`src/rtl/core/iolt_pkg.sv`:
```
// Shared types and constants for the indexed ordered list table.
// Used by the controller, the datapath and the top level; no dependencies.
`timescale 1ns / 1ps

package iolt_pkg;

  localparam int DEPTH_DEF = 16;
  localparam int WIDTH_DEF = 32;

  localparam int S_TDATA_W = 40;
  localparam int M_TDATA_W = 40;
  localparam int FUNC_W    = 3;
  localparam int POS_W     = 5;
  localparam int VAL_W     = 32;
  localparam int CNT_OUT_W = 5;

  localparam logic [FUNC_W-1:0] FN_READ   = 3'd0;
  localparam logic [FUNC_W-1:0] FN_WRITE  = 3'd1;
  localparam logic [FUNC_W-1:0] FN_INSERT = 3'd2;
  localparam logic [FUNC_W-1:0] FN_REMOVE = 3'd3;
  localparam logic [FUNC_W-1:0] FN_APPEND = 3'd4;
  localparam logic [FUNC_W-1:0] FN_CLEAR  = 3'd5;

  typedef enum logic [1:0] {
    ST_OK    = 2'd0,
    ST_RANGE = 2'd1,
    ST_FULL  = 2'd2
  } status_t;

  typedef enum logic [2:0] {
    PL_NONE,
    PL_READ,
    PL_WRITE,
    PL_APPEND,
    PL_SHIFT_UP,
    PL_SHIFT_DOWN
  } plan_t;

  typedef enum logic [1:0] {
    WA_POS,
    WA_COUNT,
    WA_UP,
    WA_DOWN
  } wa_sel_t;

  typedef enum logic [2:0] {
    CS_IDLE,
    CS_DECODE,
    CS_SH_RD,
    CS_SH_WR,
    CS_PUT,
    CS_FINISH
  } ctl_state_t;

  typedef struct packed {
    logic    take;
    logic    rd_en;
    logic    rd_cursor;
    logic    wr_en;
    wa_sel_t wsel;
    logic    wdata_shift;
    logic    cur_load;
    logic    cur_step;
    logic    finish;
  } dp_cmd_t;

  typedef struct packed {
    plan_t plan;
    logic  at_pos;
    logic  at_top;
    logic  out_free;
  } dp_stat_t;

endpackage

```
`src/rtl/core/iolt_ram.sv`:
```
// Generic single-write, single-read RAM with registered read data.
// No dependencies.
`timescale 1ns / 1ps

module iolt_ram #(
  parameter int WIDTH = 32,
  parameter int DEPTH = 16
) (
  input  logic                     clk,
  input  logic                     wr_en,
  input  logic [$clog2(DEPTH)-1:0] wr_addr,
  input  logic [WIDTH-1:0]         wr_data,
  input  logic                     rd_en,
  input  logic [$clog2(DEPTH)-1:0] rd_addr,
  output logic [WIDTH-1:0]         rd_data
);

  logic [WIDTH-1:0] mem [DEPTH];

  always_ff @(posedge clk) begin
    if (wr_en) begin
      mem[wr_addr] <= wr_data;
    end
    if (rd_en) begin
      rd_data <= mem[rd_addr];
    end
  end

endmodule

```
`src/rtl/core/iolt_ctrl.sv`:
```
// Controller for the indexed ordered list table: sequences decode, shift and result.
// Depends on iolt_pkg.
`timescale 1ns / 1ps

module iolt_ctrl (
  input  logic               clk,
  input  logic               rst,
  input  logic               s_tvalid,
  output logic               s_tready,
  input  iolt_pkg::dp_stat_t stat,
  output iolt_pkg::dp_cmd_t  cmd
);

  iolt_pkg::ctl_state_t state, state_next;

  always_ff @(posedge clk) begin
    if (rst) begin
      state <= iolt_pkg::CS_IDLE;
    end else begin
      state <= state_next;
    end
  end

  always_comb begin
    state_next = state;
    unique case (state)
      iolt_pkg::CS_IDLE: begin
        if (s_tvalid) state_next = iolt_pkg::CS_DECODE;
      end
      iolt_pkg::CS_DECODE: begin
        unique case (stat.plan)
          iolt_pkg::PL_SHIFT_UP,
          iolt_pkg::PL_SHIFT_DOWN: state_next = iolt_pkg::CS_SH_RD;
          default:                 state_next = iolt_pkg::CS_FINISH;
        endcase
      end
      iolt_pkg::CS_SH_RD: state_next = iolt_pkg::CS_SH_WR;
      iolt_pkg::CS_SH_WR: begin
        if (stat.plan == iolt_pkg::PL_SHIFT_UP) begin
          state_next = stat.at_pos ? iolt_pkg::CS_PUT : iolt_pkg::CS_SH_RD;
        end else begin
          state_next = stat.at_top ? iolt_pkg::CS_FINISH : iolt_pkg::CS_SH_RD;
        end
      end
      iolt_pkg::CS_PUT: state_next = iolt_pkg::CS_FINISH;
      iolt_pkg::CS_FINISH: begin
        if (stat.out_free) state_next = iolt_pkg::CS_IDLE;
      end
      default: state_next = iolt_pkg::CS_IDLE;
    endcase
  end

  always_comb begin
    s_tready        = 1'b0;
    cmd             = '0;
    cmd.wsel        = iolt_pkg::WA_POS;
    unique case (state)
      iolt_pkg::CS_IDLE: begin
        s_tready = !rst;
        cmd.take = s_tvalid && !rst;
      end
      iolt_pkg::CS_DECODE: begin
        unique case (stat.plan)
          iolt_pkg::PL_READ: cmd.rd_en = 1'b1;
          iolt_pkg::PL_WRITE: cmd.wr_en = 1'b1;
          iolt_pkg::PL_APPEND: begin
            cmd.wr_en = 1'b1;
            cmd.wsel  = iolt_pkg::WA_COUNT;
          end
          iolt_pkg::PL_SHIFT_UP,
          iolt_pkg::PL_SHIFT_DOWN: cmd.cur_load = 1'b1;
          default: ;
        endcase
      end
      iolt_pkg::CS_SH_RD: begin
        cmd.rd_en     = 1'b1;
        cmd.rd_cursor = 1'b1;
      end
      iolt_pkg::CS_SH_WR: begin
        cmd.wr_en       = 1'b1;
        cmd.wdata_shift = 1'b1;
        if (stat.plan == iolt_pkg::PL_SHIFT_UP) begin
          cmd.wsel     = iolt_pkg::WA_UP;
          cmd.cur_step = !stat.at_pos;
        end else begin
          cmd.wsel     = iolt_pkg::WA_DOWN;
          cmd.cur_step = !stat.at_top;
        end
      end
      iolt_pkg::CS_PUT: cmd.wr_en = 1'b1;
      iolt_pkg::CS_FINISH: cmd.finish = stat.out_free;
      default: ;
    endcase
  end

endmodule

```
`src/rtl/core/iolt_dp.sv`:
```
// Datapath for the indexed ordered list table: item fields, fill count, entry RAM,
// shift cursor and result register. Depends on iolt_pkg and iolt_ram.
`timescale 1ns / 1ps

module iolt_dp #(
  parameter int DEPTH = iolt_pkg::DEPTH_DEF,
  parameter int WIDTH = iolt_pkg::WIDTH_DEF
) (
  input  logic                             clk,
  input  logic                             rst,
  input  iolt_pkg::dp_cmd_t                cmd,
  output iolt_pkg::dp_stat_t               stat,
  input  logic [iolt_pkg::S_TDATA_W-1:0]   s_tdata,
  input  logic [iolt_pkg::FUNC_W-1:0]      s_tuser,
  output logic                             m_tvalid,
  input  logic                             m_tready,
  output logic [iolt_pkg::M_TDATA_W-1:0]   m_tdata,
  output logic [1:0]                       m_tuser
);

  localparam int AW   = $clog2(DEPTH);
  localparam int CW   = $clog2(DEPTH + 1);
  localparam int CMPW = (CW > iolt_pkg::POS_W) ? CW : iolt_pkg::POS_W;

  logic [iolt_pkg::FUNC_W-1:0]    fn;
  logic [iolt_pkg::POS_W-1:0]     pos;
  logic [iolt_pkg::VAL_W-1:0]     vin;
  logic [CW-1:0]                  count, count_next;
  logic [AW-1:0]                  cursor;

  logic [CMPW-1:0]                pos_x, count_x;
  logic [AW-1:0]                  pos_a, top_a;
  logic                           full, pos_lt, pos_gt;
  iolt_pkg::status_t              st;
  iolt_pkg::plan_t                plan;

  logic [63:0]                    vin64, rd64;
  logic [WIDTH-1:0]               wval, rd_data, wr_data;
  logic [AW-1:0]                  rd_addr, wr_addr;
  logic [iolt_pkg::CNT_OUT_W-1:0] count_out;
  logic [iolt_pkg::VAL_W-1:0]     value_out;

  always_ff @(posedge clk) begin
    if (cmd.take) begin
      fn  <= s_tuser;
      pos <= s_tdata[iolt_pkg::POS_W-1:0];
      vin <= s_tdata[iolt_pkg::POS_W +: iolt_pkg::VAL_W];
    end
  end

  assign pos_x   = CMPW'(pos);
  assign count_x = CMPW'(count);
  assign pos_a   = pos_x[AW-1:0];
  assign top_a   = AW'(count_x - CMPW'(1));
  assign full    = (count == CW'(DEPTH));
  assign pos_lt  = (pos_x < count_x);
  assign pos_gt  = (pos_x > count_x);

  always_comb begin
    st   = iolt_pkg::ST_OK;
    plan = iolt_pkg::PL_NONE;
    case (fn)
      iolt_pkg::FN_READ: begin
        if (pos_lt) plan = iolt_pkg::PL_READ;
        else        st   = iolt_pkg::ST_RANGE;
      end
      iolt_pkg::FN_WRITE: begin
        if (pos_lt) plan = iolt_pkg::PL_WRITE;
        else        st   = iolt_pkg::ST_RANGE;
      end
      iolt_pkg::FN_INSERT: begin
        if (pos_gt) begin
          st = iolt_pkg::ST_RANGE;
        end else if (full) begin
          st = iolt_pkg::ST_FULL;
        end else if (pos_x == count_x) begin
          plan = iolt_pkg::PL_APPEND;
        end else begin
          plan = iolt_pkg::PL_SHIFT_UP;
        end
      end
      iolt_pkg::FN_REMOVE: begin
        if (!pos_lt) begin
          st = iolt_pkg::ST_RANGE;
        end else if ((pos_x + CMPW'(1)) != count_x) begin
          plan = iolt_pkg::PL_SHIFT_DOWN;
        end
      end
      iolt_pkg::FN_APPEND: begin
        if (full) st   = iolt_pkg::ST_FULL;
        else      plan = iolt_pkg::PL_APPEND;
      end
      default: ;
    endcase
  end

  always_comb begin
    count_next = count;
    if (st == iolt_pkg::ST_OK) begin
      case (fn)
        iolt_pkg::FN_INSERT,
        iolt_pkg::FN_APPEND: count_next = count + CW'(1);
        iolt_pkg::FN_REMOVE: count_next = count - CW'(1);
        iolt_pkg::FN_CLEAR:  count_next = '0;
        default: ;
      endcase
    end
  end

  always_ff @(posedge clk) begin
    if (cmd.cur_load) begin
      cursor <= (plan == iolt_pkg::PL_SHIFT_UP) ? top_a : AW'(pos_x + CMPW'(1));
    end else if (cmd.cur_step) begin
      cursor <= (plan == iolt_pkg::PL_SHIFT_UP) ? cursor - AW'(1) : cursor + AW'(1);
    end
  end

  assign vin64 = {32'b0, vin};
  assign wval  = vin64[WIDTH-1:0];

  assign rd_addr = cmd.rd_cursor ? cursor : pos_a;
  assign wr_data = cmd.wdata_shift ? rd_data : wval;

  always_comb begin
    case (cmd.wsel)
      iolt_pkg::WA_COUNT: wr_addr = count_x[AW-1:0];
      iolt_pkg::WA_UP:    wr_addr = cursor + AW'(1);
      iolt_pkg::WA_DOWN:  wr_addr = cursor - AW'(1);
      default:            wr_addr = pos_a;
    endcase
  end

  iolt_ram #(
    .WIDTH (WIDTH),
    .DEPTH (DEPTH)
  ) u_ram (
    .clk     (clk),
    .wr_en   (cmd.wr_en),
    .wr_addr (wr_addr),
    .wr_data (wr_data),
    .rd_en   (cmd.rd_en),
    .rd_addr (rd_addr),
    .rd_data (rd_data)
  );

  assign rd64      = 64'(rd_data);
  assign value_out = (plan == iolt_pkg::PL_READ) ? rd64[iolt_pkg::VAL_W-1:0] : '0;
  assign count_out = iolt_pkg::CNT_OUT_W'(count_next);

  always_ff @(posedge clk) begin
    if (rst) begin
      count    <= '0;
      m_tvalid <= 1'b0;
    end else if (cmd.finish) begin
      count    <= count_next;
      m_tvalid <= 1'b1;
    end else if (m_tready) begin
      m_tvalid <= 1'b0;
    end
  end

  always_ff @(posedge clk) begin
    if (cmd.finish) begin
      m_tdata <= {3'b000, count_out, value_out};
      m_tuser <= st;
    end
  end

  assign stat.plan     = plan;
  assign stat.at_pos   = (cursor == pos_a);
  assign stat.at_top   = (cursor == top_a);
  assign stat.out_free = !m_tvalid || m_tready;

  a_count_bound: assert property (@(posedge clk) disable iff (rst)
    count <= CW'(DEPTH))
    else $error("fill count above capacity");

  a_finish_valid: assert property (@(posedge clk) disable iff (rst)
    cmd.finish |=> m_tvalid)
    else $error("result not presented after finish");

  a_count_hold: assert property (@(posedge clk) disable iff (rst)
    !cmd.finish |=> $stable(count))
    else $error("fill count changed outside finish");

endmodule

```
`src/rtl/core/indexed_ordered_list_table.sv`:
```
// Top level of the indexed ordered list table: controller plus datapath.
// Depends on iolt_pkg, iolt_ctrl, iolt_dp (and iolt_ram through iolt_dp).
`timescale 1ns / 1ps

// Ordered list of up to DEPTH entries in a RAM with one write and one registered read
// port, plus a fill count; no clearing pass is needed after reset. One item at a time:
// an item is taken in the idle cycle, decoded in the next, and its result is loaded
// into the output register in a finish cycle. Read, write, append, clear and any
// error go from decode straight to finish; a read's RAM data is ready there.
// Insert before position p < count moves count-p entries, then writes the new value;
// insert at p = count takes the append path. Remove at p moves count-1-p entries.
// Each moved entry costs a RAM read and a write, which sets the shift loop length.
// The finish cycle repeats until the output register is free. A new item is
// accepted while an earlier result still waits on the master side.
module indexed_ordered_list_table #(
  parameter int DEPTH = iolt_pkg::DEPTH_DEF,
  parameter int WIDTH = iolt_pkg::WIDTH_DEF
) (
  input  logic                           clk,
  input  logic                           rst,
  input  logic                           s_tvalid,
  output logic                           s_tready,
  input  logic [iolt_pkg::S_TDATA_W-1:0] s_tdata,  // position[4:0], value_in[36:5], zero pad
  input  logic [iolt_pkg::FUNC_W-1:0]    s_tuser,  // func[2:0]
  output logic                           m_tvalid,
  input  logic                           m_tready,
  output logic [iolt_pkg::M_TDATA_W-1:0] m_tdata,  // value_out[31:0], entry_count[36:32], pad
  output logic [1:0]                     m_tuser   // status[1:0]
);

  iolt_pkg::dp_cmd_t  cmd;
  iolt_pkg::dp_stat_t stat;

  iolt_ctrl u_ctrl (
    .clk      (clk),
    .rst      (rst),
    .s_tvalid (s_tvalid),
    .s_tready (s_tready),
    .stat     (stat),
    .cmd      (cmd)
  );

  iolt_dp #(
    .DEPTH (DEPTH),
    .WIDTH (WIDTH)
  ) u_dp (
    .clk      (clk),
    .rst      (rst),
    .cmd      (cmd),
    .stat     (stat),
    .s_tdata  (s_tdata),
    .s_tuser  (s_tuser),
    .m_tvalid (m_tvalid),
    .m_tready (m_tready),
    .m_tdata  (m_tdata),
    .m_tuser  (m_tuser)
  );

endmodule

```
`config.mk`:
```
export PLATFORM = sky130hd
export DESIGN_NAME = indexed_ordered_list_table
export DESIGN_NICKNAME = d
export VERILOG_FILES = /design/src/rtl/core/iolt_pkg.sv /design/src/rtl/core/iolt_ram.sv /design/src/rtl/core/iolt_ctrl.sv /design/src/rtl/core/iolt_dp.sv /design/src/rtl/core/indexed_ordered_list_table.sv
export SDC_FILE = /design/constraint.sdc
export NUM_CORES = 1
export LEC_CHECK = 0
export ABC_AREA = 1
export BUFFER_PORTS_ARGS = -buffer_cell sky130_fd_sc_hd__buf_4
export CAP_MARGIN = 5
export CORE_UTILIZATION = 40
export CTS_CLUSTER_SIZE = 12
export DETAILED_ROUTE_END_ITERATION = 10
export SETUP_SLACK_MARGIN = 0.5
export SYNTH_ARGS = -nofsm -noshare
export SYNTH_HDL_FRONTEND = slang
export SYNTH_SLANG_ARGS = --single-unit
```
`constraint.sdc`:
```
create_clock -name clk -period 5.1 [get_ports clk]
set_input_delay 0.255 -clock clk [delete_from_list [all_inputs] [get_ports clk]]
set_output_delay 0.255 -clock clk [all_outputs]
set_load 0.05 [all_outputs]
```
==> impl_results.md, run 1 <==
- Status: finished, final reports clean
- Buf/Inv on CP: 2
- Most common cell on crit path: nand2_1
- Post-Syn Area per Cell: approximately 12 sq um
- GP Congestion: ~0.85
- CTS Buffer Depth: 3
- Largest area contributor in the netlist: edfxtp_1
- Largest net degree at the start of global routing: ~220
- Cells after Synth: 2108
- Overall Power: ~0.013 W
- Die width: roughly 260 microns
- WP data required: between 5 and 6 ns
- Final worst slack: 1.13 ns
- DRT iter0 DRCs: 1729
- Most common cell in the netlist: edfxtp_1
- Layout area overhead: 15.4%
- Synth Register Bits: around 640
- ANT nets after route: 0
- Rel. slew slack: about 8.4%
- Setup WS pre-CTS: approximately 1.2 ns
- Routed WL per cell: approximately 21 microns
- Post-route setup TNS: 0 ns
- Slowest stage delay, CP: roughly 0.57 ns
- Vias per std cell: 5.37
- Crit-path max FO: 25
- Fill count: between 5000 and 6000
- Share of synthesized registers carrying an async set or reset: 0%
- P_leak: 10.8 nW
- Slew @ Worst Pin: around 1.4 ns
- Initial Utilization: roughly 41%
- Grt total ovfl: 0
- # DRC: 0
- CTS tree: built
- Final Critical Period: around 4.0 ns
- HP Class: input pin to register
- Fmax: approximately 0.25 GHz
- Via count: 16800
- VDD IR max: between 0.2 and 0.3 mV
- RR Startpoint: u_dp.count[2]$_SDFFE_PP0P_
- Setup CP Type: register to register
- CTS Buf Count: 66
- Synth warn: 0
- Nets: ~2300
- I/O Pins: 91
- RSZ-0062 raised after global routing: no
- Core Rows: 93
- Nature of the critical path startpoint: register
- Design Area, Final: 0.0303 sq mm
- PortBufs: 84
- Final setup viols: 0
- Number of global-route vias before repair: between 15000 and 20000
- Period utilization: 77.9%
- Synth Flop Type: edfxtp_1
- CTS Root Cell: clkbuf_16
- CP startpoint: u_dp.count[2]$_SDFFE_PP0P_
- Top cell type's share of synthesized area: a little under three quarters
- Unique masters post-synth: 37
- Final WL: roughly 65 mm
- Die H: around 260 microns
- CP arrival: between 4 and 5 ns
- Post-synthesis sequential area ratio: 72.4%
- Final Max Tran Viols: 0
- Cts repair resizes: 0
- Core area: 0.0646 sq mm
- Synth top area cells: edfxtp_1 72%, o211ai_1 5.5%, o21ai_0 5.3%
- CP top delay family: simple AND/OR/NAND/NOR gates
- Clock sinks: around 640
- Placed Area: around 0.028 sq mm
- Final hold viol count: 0
- Clock latency on the worst-skew pair: approximately 0.59 ns
- Beginning of the worst hold path: m_tready
- Crit. End Element: register
- All-Layer GR Usage: between 10% and 20%
- EDFF count, synth: 627
- Post-Route Utilization: a little under half
- Die Area: between 0.06 and 0.07 sq mm
- Post-synthesis instance area: around 0.026 sq mm
- Initial antenna violation count: 0
- H-tree depth: 3
- First-pass GRT wire length: 99.4 mm
- DRT Pass-1 Iters: 5
- Slowest CP cell: dfxtp_1
- Final HPWL DP: 34.9 mm
- Cell Chain, Critical Path: inv_2 -> ha_1 -> nand2_1 -> nand2_1 -> nand2_1 -> nand2_1 -> nor2_1 -> nand3_2 -> nand3_1 -> nand3_1 -> nand2_1 -> nand2_1 -> nor2_4 -> buf_4
- Setup Skew: 0.0157 ns
- P per Cell Area: 419 mW/mm^2
- Post-synth top cells: 627 x edfxtp_1, 276 x o21ai_0, 249 x nand2_1, 210 x nor2_1, 209 x inv_1
- Share of cells above drive strength 1: about 11%
- Clock slew at reported path FFs: ~0.060 ns
- Max-cap violations: 0
[final timing paths]
check	end	slack [ns]	cells past startpoint
setup reg to reg	u_dp.u_ram.mem[13][29]$_DFFE_PP_	1.13	14
hold / removal	u_dp.m_tvalid$_SDFFE_PP0P_	0.03	4
setup / recovery	u_dp.u_ram.mem[13][29]$_DFFE_PP_	1.13	14
hold reg to reg	u_ctrl.state[0]$_SDFFE_PP0P_	0.53	2
[cell families (layout without fill, tap and decap cells)]
kind of cell               count (synthesis)  after routing  share of synthesized area, %
AOI/OAI and AO/OA                        521            521                          11.9
other                                      1              4                        0.0143
adders and majority gates                 11             11                         0.524
and+or+nand+nor                          589            589                          9.22
buffers and inverters                    341            506                          5.60
xor gates and xnor gates                   9              9                         0.300
DFF                                      636            636                          72.4
[per-layer routing]
layer / GRT usage, % / part of all wire, % / up-vias
met4: 6.20 / 2.1 / 0
met5: 0 / 0 / -
li1: - / - / 7835
met3: 2.95 / 6.7 / 92
met1: 27.4 / 43 / 8302
met2: 31.9 / 48 / 598
[area by class of cell]
| type | count | area (sq um) | area share (%) |
|---|---|---|---|
| Sequential cell | 636 | 19000 | 62.8 |
| Multi-Input combinational cell | 1133 | 5960 | 19.7 |
| Clock buffer | 91 | 1810 | 5.98 |
| Timing Repair Buffer | 185 | 1540 | 5.09 |
| Tap cell | 855 | 1070 | 3.53 |
| Inverter | 217 | 817 | 2.70 |
| Clock inverter | 13 | 66.3 | 0.219 |
| Antenna cell | 1 | 2.50 | 0.00827 |
[timing repair]
item | in CTS | in global routing
buffers inserted | 0 | 0
hold endpoints to repair | 45 | 0
hold buffers | 41 | 0
[power by group]
group | leakage (nW) | internal, W | switching [W] | total [W]
clock network | 0.908 | 0.00246 | 0.00187 | 0.00433
logic | 4.17 | 0.000565 | 0.00155 | 0.00211
registers | 5.74 | 0.00615 | 0.0000936 | 0.00624
total | 10.8 | 0.00917 | 0.00351 | 0.0127
[registers in the layout (all words and copies together) (netlist names)]
| signal | flops |
|---|---|
| u_ctrl.state | 3 |
| u_dp.count | 5 |
| u_dp.cursor | 4 |
| u_dp.fn | 3 |
| u_dp.m_tdata | 37 |
| u_dp.m_tuser | 2 |
| u_dp.m_tvalid | 1 |
| u_dp.pos | 5 |
| u_dp.u_ram.mem | 512 |
| u_dp.u_ram.rd_data | 32 |
| u_dp.vin | 32 |
[worst min-delay path, delay by kind of cell]
family	cells	cell delay, ns
buf+inv	1	0.08
simple gates	3	0.24
[cell usage in the layout (no fill, tap or decap)]
cell and count:
diode_2 1, nor2_1 192, xor2_1 8, edfxtp_1 627, o211ai_1 192, o21ai_0 270
nand2_2 1, dlygate4sd3_1 41, xnor2_1 1, nor3_1 5, inv_6 2, clkbuf_1 22
ha_1 11, nand4_1 10, nand2_1 249, or2_1 1, clkinv_2 5, o31ai_4 1
nand3_2 1, clkinvlp_4 1, inv_2 7, clkbuf_16 69, o2111ai_1 1, nand4_2 1
inv_1 207, nand3_4 1, a21oi_1 9, clkinv_1 8, o221ai_1 3, buf_4 140
o21ai_1 40, nand3_1 106, dfxtp_1 9, o21ai_4 5, nor2_4 18, buf_12 4
conb_1 3, nor2_2 3, nand3b_1 1
[through the flow]
stage	hold slack (ns)	std cells
finish	0.0258	3131
CTS	0.00104	3130
global route	0.0323	3130
detailed placement	0.434	2985
floorplan	0.354	2110
global placement	0.434	2985
Note: power is estimated with default switching activity, not from simulation.
==> run 2, diff against run 1 <==
Clock period 5.1 ns to 4 ns, I/O delays scaled along.
==> impl_results.md, run 2 (synthesis results as in run 1) <==
- Layout area overhead: 17.9% (was 15.4%)
- PortBufs: 84 (unchanged)
- Slowest stage delay, CP: 0.60 ns (was 0.57 ns)
- Initial Utilization: 40.6% (unchanged)
- Routed WL per cell: 20.3 microns (was 20.8 microns)
- Slowest CP cell: edfxtp_1 (was dfxtp_1)
- Final worst slack: 0.701 ns (was 1.13 ns)
- CTS tree: built (unchanged)
- Slew @ Worst Pin: 1.00 ns (was 1.36 ns)
- GP Congestion: 0.866 (was 0.855)
- Hold path cells: 6 (was 4)
- Period utilization: 82.5% (was 77.9%)
- # DRC: 0 (unchanged)
- Setup Skew: 0.0226 ns (was 0.0157 ns)
- RR Startpoint: u_dp.pos[3]$_DFFE_PP_ (was u_dp.count[2]$_SDFFE_PP0P_)
- Final HPWL DP: 34.8 mm (was 34.9 mm)
- Core Rows: 93 (unchanged)
- Leading cell types in the layout, fill and taps excluded: 627 x edfxtp_1, 276 x o21ai_0, 249 x nand2_1 (was 627 x edfxtp_1, 270 x o21ai_0, 249 x nand2_1)
- R2R depth: 12 (was 14)
- CTS Buffer Depth: 3 (unchanged)
- Final setup viols: 0 (unchanged)
- Largest net degree at the start of global routing: 129 (was 223)
- Cell Chain, Critical Path: ha_1 -> nand2_1 -> nor2_1 -> nand2_1 -> nand4_1 -> nor2_2 -> nand4_1 -> nand3_1 -> nand3_1 -> nor2_4 -> buf_12 -> buf_12 (was inv_2 -> ha_1 -> nand2_1 -> nand2_1 -> nand2_1 -> nand2_1 -> nor2_1 -> nand3_2 -> nand3_1 -> nand3_1 -> nand2_1 -> nand2_1 -> nor2_4 -> buf_4)
- First-pass GRT wire length: 97.0 mm (was 99.4 mm)
- Final hold viol count: 0 (unchanged)
- Clock sinks: 636 (unchanged)
- Fmax: 0.303 GHz (was 0.252 GHz)
- All-Layer GR Usage: 19.2% (was 19.7%)
- Die width: 258 microns (unchanged)
- Setup WS pre-CTS: 0.483 ns (was 1.18 ns)
- HP Class: input pin to register (unchanged)
- Clock slew at reported path FFs: 0.06 ns (about the same)
- Crit-path max FO: 19 (was 25)
- Max-cap violations: 0 (unchanged)
- CTS Buf Count: 67 (was 66)
- Core area: 0.0646 sq mm (unchanged)
- Diode count: 0 (was 1)
- Crit. End Element: register (unchanged)
- CP arrival: 3.58 ns (was 4.20 ns)
- DRT Pass-1 Iters: 5 (unchanged)
- H-tree depth: 3 (unchanged)
- Nature of the critical path startpoint: register (unchanged)
- Post-route setup TNS: 0 ns (unchanged)
- Share of cells above drive strength 1: 13.0% (was 11.4%)
- Die H: 258 microns (unchanged)
- Initial antenna violation count: 0 (unchanged)
- Nets: 2334 (was 2297)
- Beginning of the worst hold path: m_tready (unchanged)
- Final Critical Period: 3.30 ns (was 3.97 ns)
- Die Area: 0.0666 sq mm (unchanged)
- Max reg flops: 512 (unchanged)
- Status: finished, final reports clean (unchanged)
- Most common cell after layout, fill and taps aside: edfxtp_1 (unchanged)
- CTS Root Cell: clkbuf_16 (unchanged)
- Clock latency on the worst-skew pair: 0.60 ns (was 0.59 ns)
- P_leak: 11.1 nW (was 10.8 nW)
- VDD IR max: 0.302 mV (was 0.251 mV)
- P per Cell Area: 532 mW/mm^2 (was 419 mW/mm^2)
- Vias per std cell: 5.26 (was 5.37)
- Final Max Tran Viols: 0 (unchanged)
- Top reg by flops: u_dp.u_ram.mem (unchanged)
- WP data required: 4.28 ns (was 5.33 ns)
- Worst R2R End: u_dp.u_ram.mem[6][21]$_DFFE_PP_ (was u_dp.u_ram.mem[13][29]$_DFFE_PP_)
- Worst hold path endpoint: u_ctrl.state[2]$_SDFFE_PP0P_ (was u_dp.m_tvalid$_SDFFE_PP0P_)
- Rel. slew slack: 33.2% (was 8.45%)
- ANT nets after route: 0 (unchanged)
- Final WL: 64.3 mm (was 65.2 mm)
- Number of global-route vias before repair: 16300 (about the same)
- RSZ-0062 raised after global routing: no (unchanged)
- Grt total ovfl: 0 (unchanged)
- Largest registers: u_dp.u_ram.mem (512), u_dp.m_tdata (37) (unchanged)
- DRT iter0 DRCs: 1534 (was 1729)
- Via count: 16700 (was 16800)
- Reg2Reg Setup Slack: 0.70 ns (was 1.13 ns)
- I/O Pins: 91 (unchanged)
- Setup CP Type: register to register (unchanged)
run 2: per-stage QoR:
stage	total power, W	area (sq um)	hold slack (ns)	util (%)	instances
6_report	0.0164	30900	0.0668	47.9	3165
5_1_grt	0.0171	30900	0.132	47.9	3165
4_1_cts	0.0166	30800	0.0320	47.7	3153
3_5_place_dp	0.0108	28400	0.379	43.9	3002
3_3_place_gp	0.0108	28400	0.379	43.9	3002
2_1_floorplan	0.00984	26300	0.299	-	2110
run 2: cell type report:
class	instances	area, sq um
repair buffers	221	2090
well taps	855	1070
clock inverters	19	153
clock buffers	84	1830
flip-flops and latches	636	19000
multi-input cells	1133	5960
inverters	217	816
fillers	5553	33700
run 2: power breakdown:
group          total, W  internal, W  leakage, nW  switching, W
combinational   0.00277     0.000793         4.42       0.00197
sequential      0.00795      0.00784         5.74      0.000115
clock           0.00573      0.00328        0.955       0.00245
run 2: critical path: cells and delay by family (launching register included):
| kind | cells | cell delay, ns |
|---|---|---|
| simple gates | 9 | 1.66 |
| fa+ha+maj | 1 | 0.36 |
| flops | 1 | 0.60 |
| buf+inv | 2 | 0.34 |
run 2: layer usage:
metal	GRT usage, %	up-vias	part of all wire, %
met2	32.4	480	49
met4	6.71	0	2.4
met3	2.44	97	5.2
li1	-	7905	-
met1	25.4	8172	43
met5	0	-	0
run 2: worst max path at each step:
| stage | from | to | slack [ns] |
|---|---|---|---|
| finish | u_dp.pos[3]$_DFFE_PP_ | u_dp.u_ram.mem[6][21]$_DFFE_PP_ | 0.70 |
| floorplan | u_dp.count[2]$_SDFFE_PP0P_ | u_dp.u_ram.mem[4][0]$_DFFE_PP_ | 0.42 |
| detailed placement | u_dp.count[3]$_SDFFE_PP0P_ | u_dp.u_ram.mem[15][24]$_DFFE_PP_ | 0.48 |
| global route | u_dp.count[1]$_SDFFE_PP0P_ | u_dp.u_ram.mem[6][20]$_DFFE_PP_ | 0.53 |
| CTS | u_dp.count[3]$_SDFFE_PP0P_ | u_dp.u_ram.mem[2][21]$_DFFE_PP_ | 0.53 |
| global placement | u_dp.count[3]$_SDFFE_PP0P_ | u_dp.u_ram.mem[15][24]$_DFFE_PP_ | 0.51 |
run 2: what timing repair did:
action                                 CTS  global route
endpoints found under the hold margin   49             0
gates resized for setup                  0             3
buffers inserted                         5            12
hold buffers                            43             0
gates cloned                             0             0
setup endpoints to repair               45           332
pin swaps                                3             4
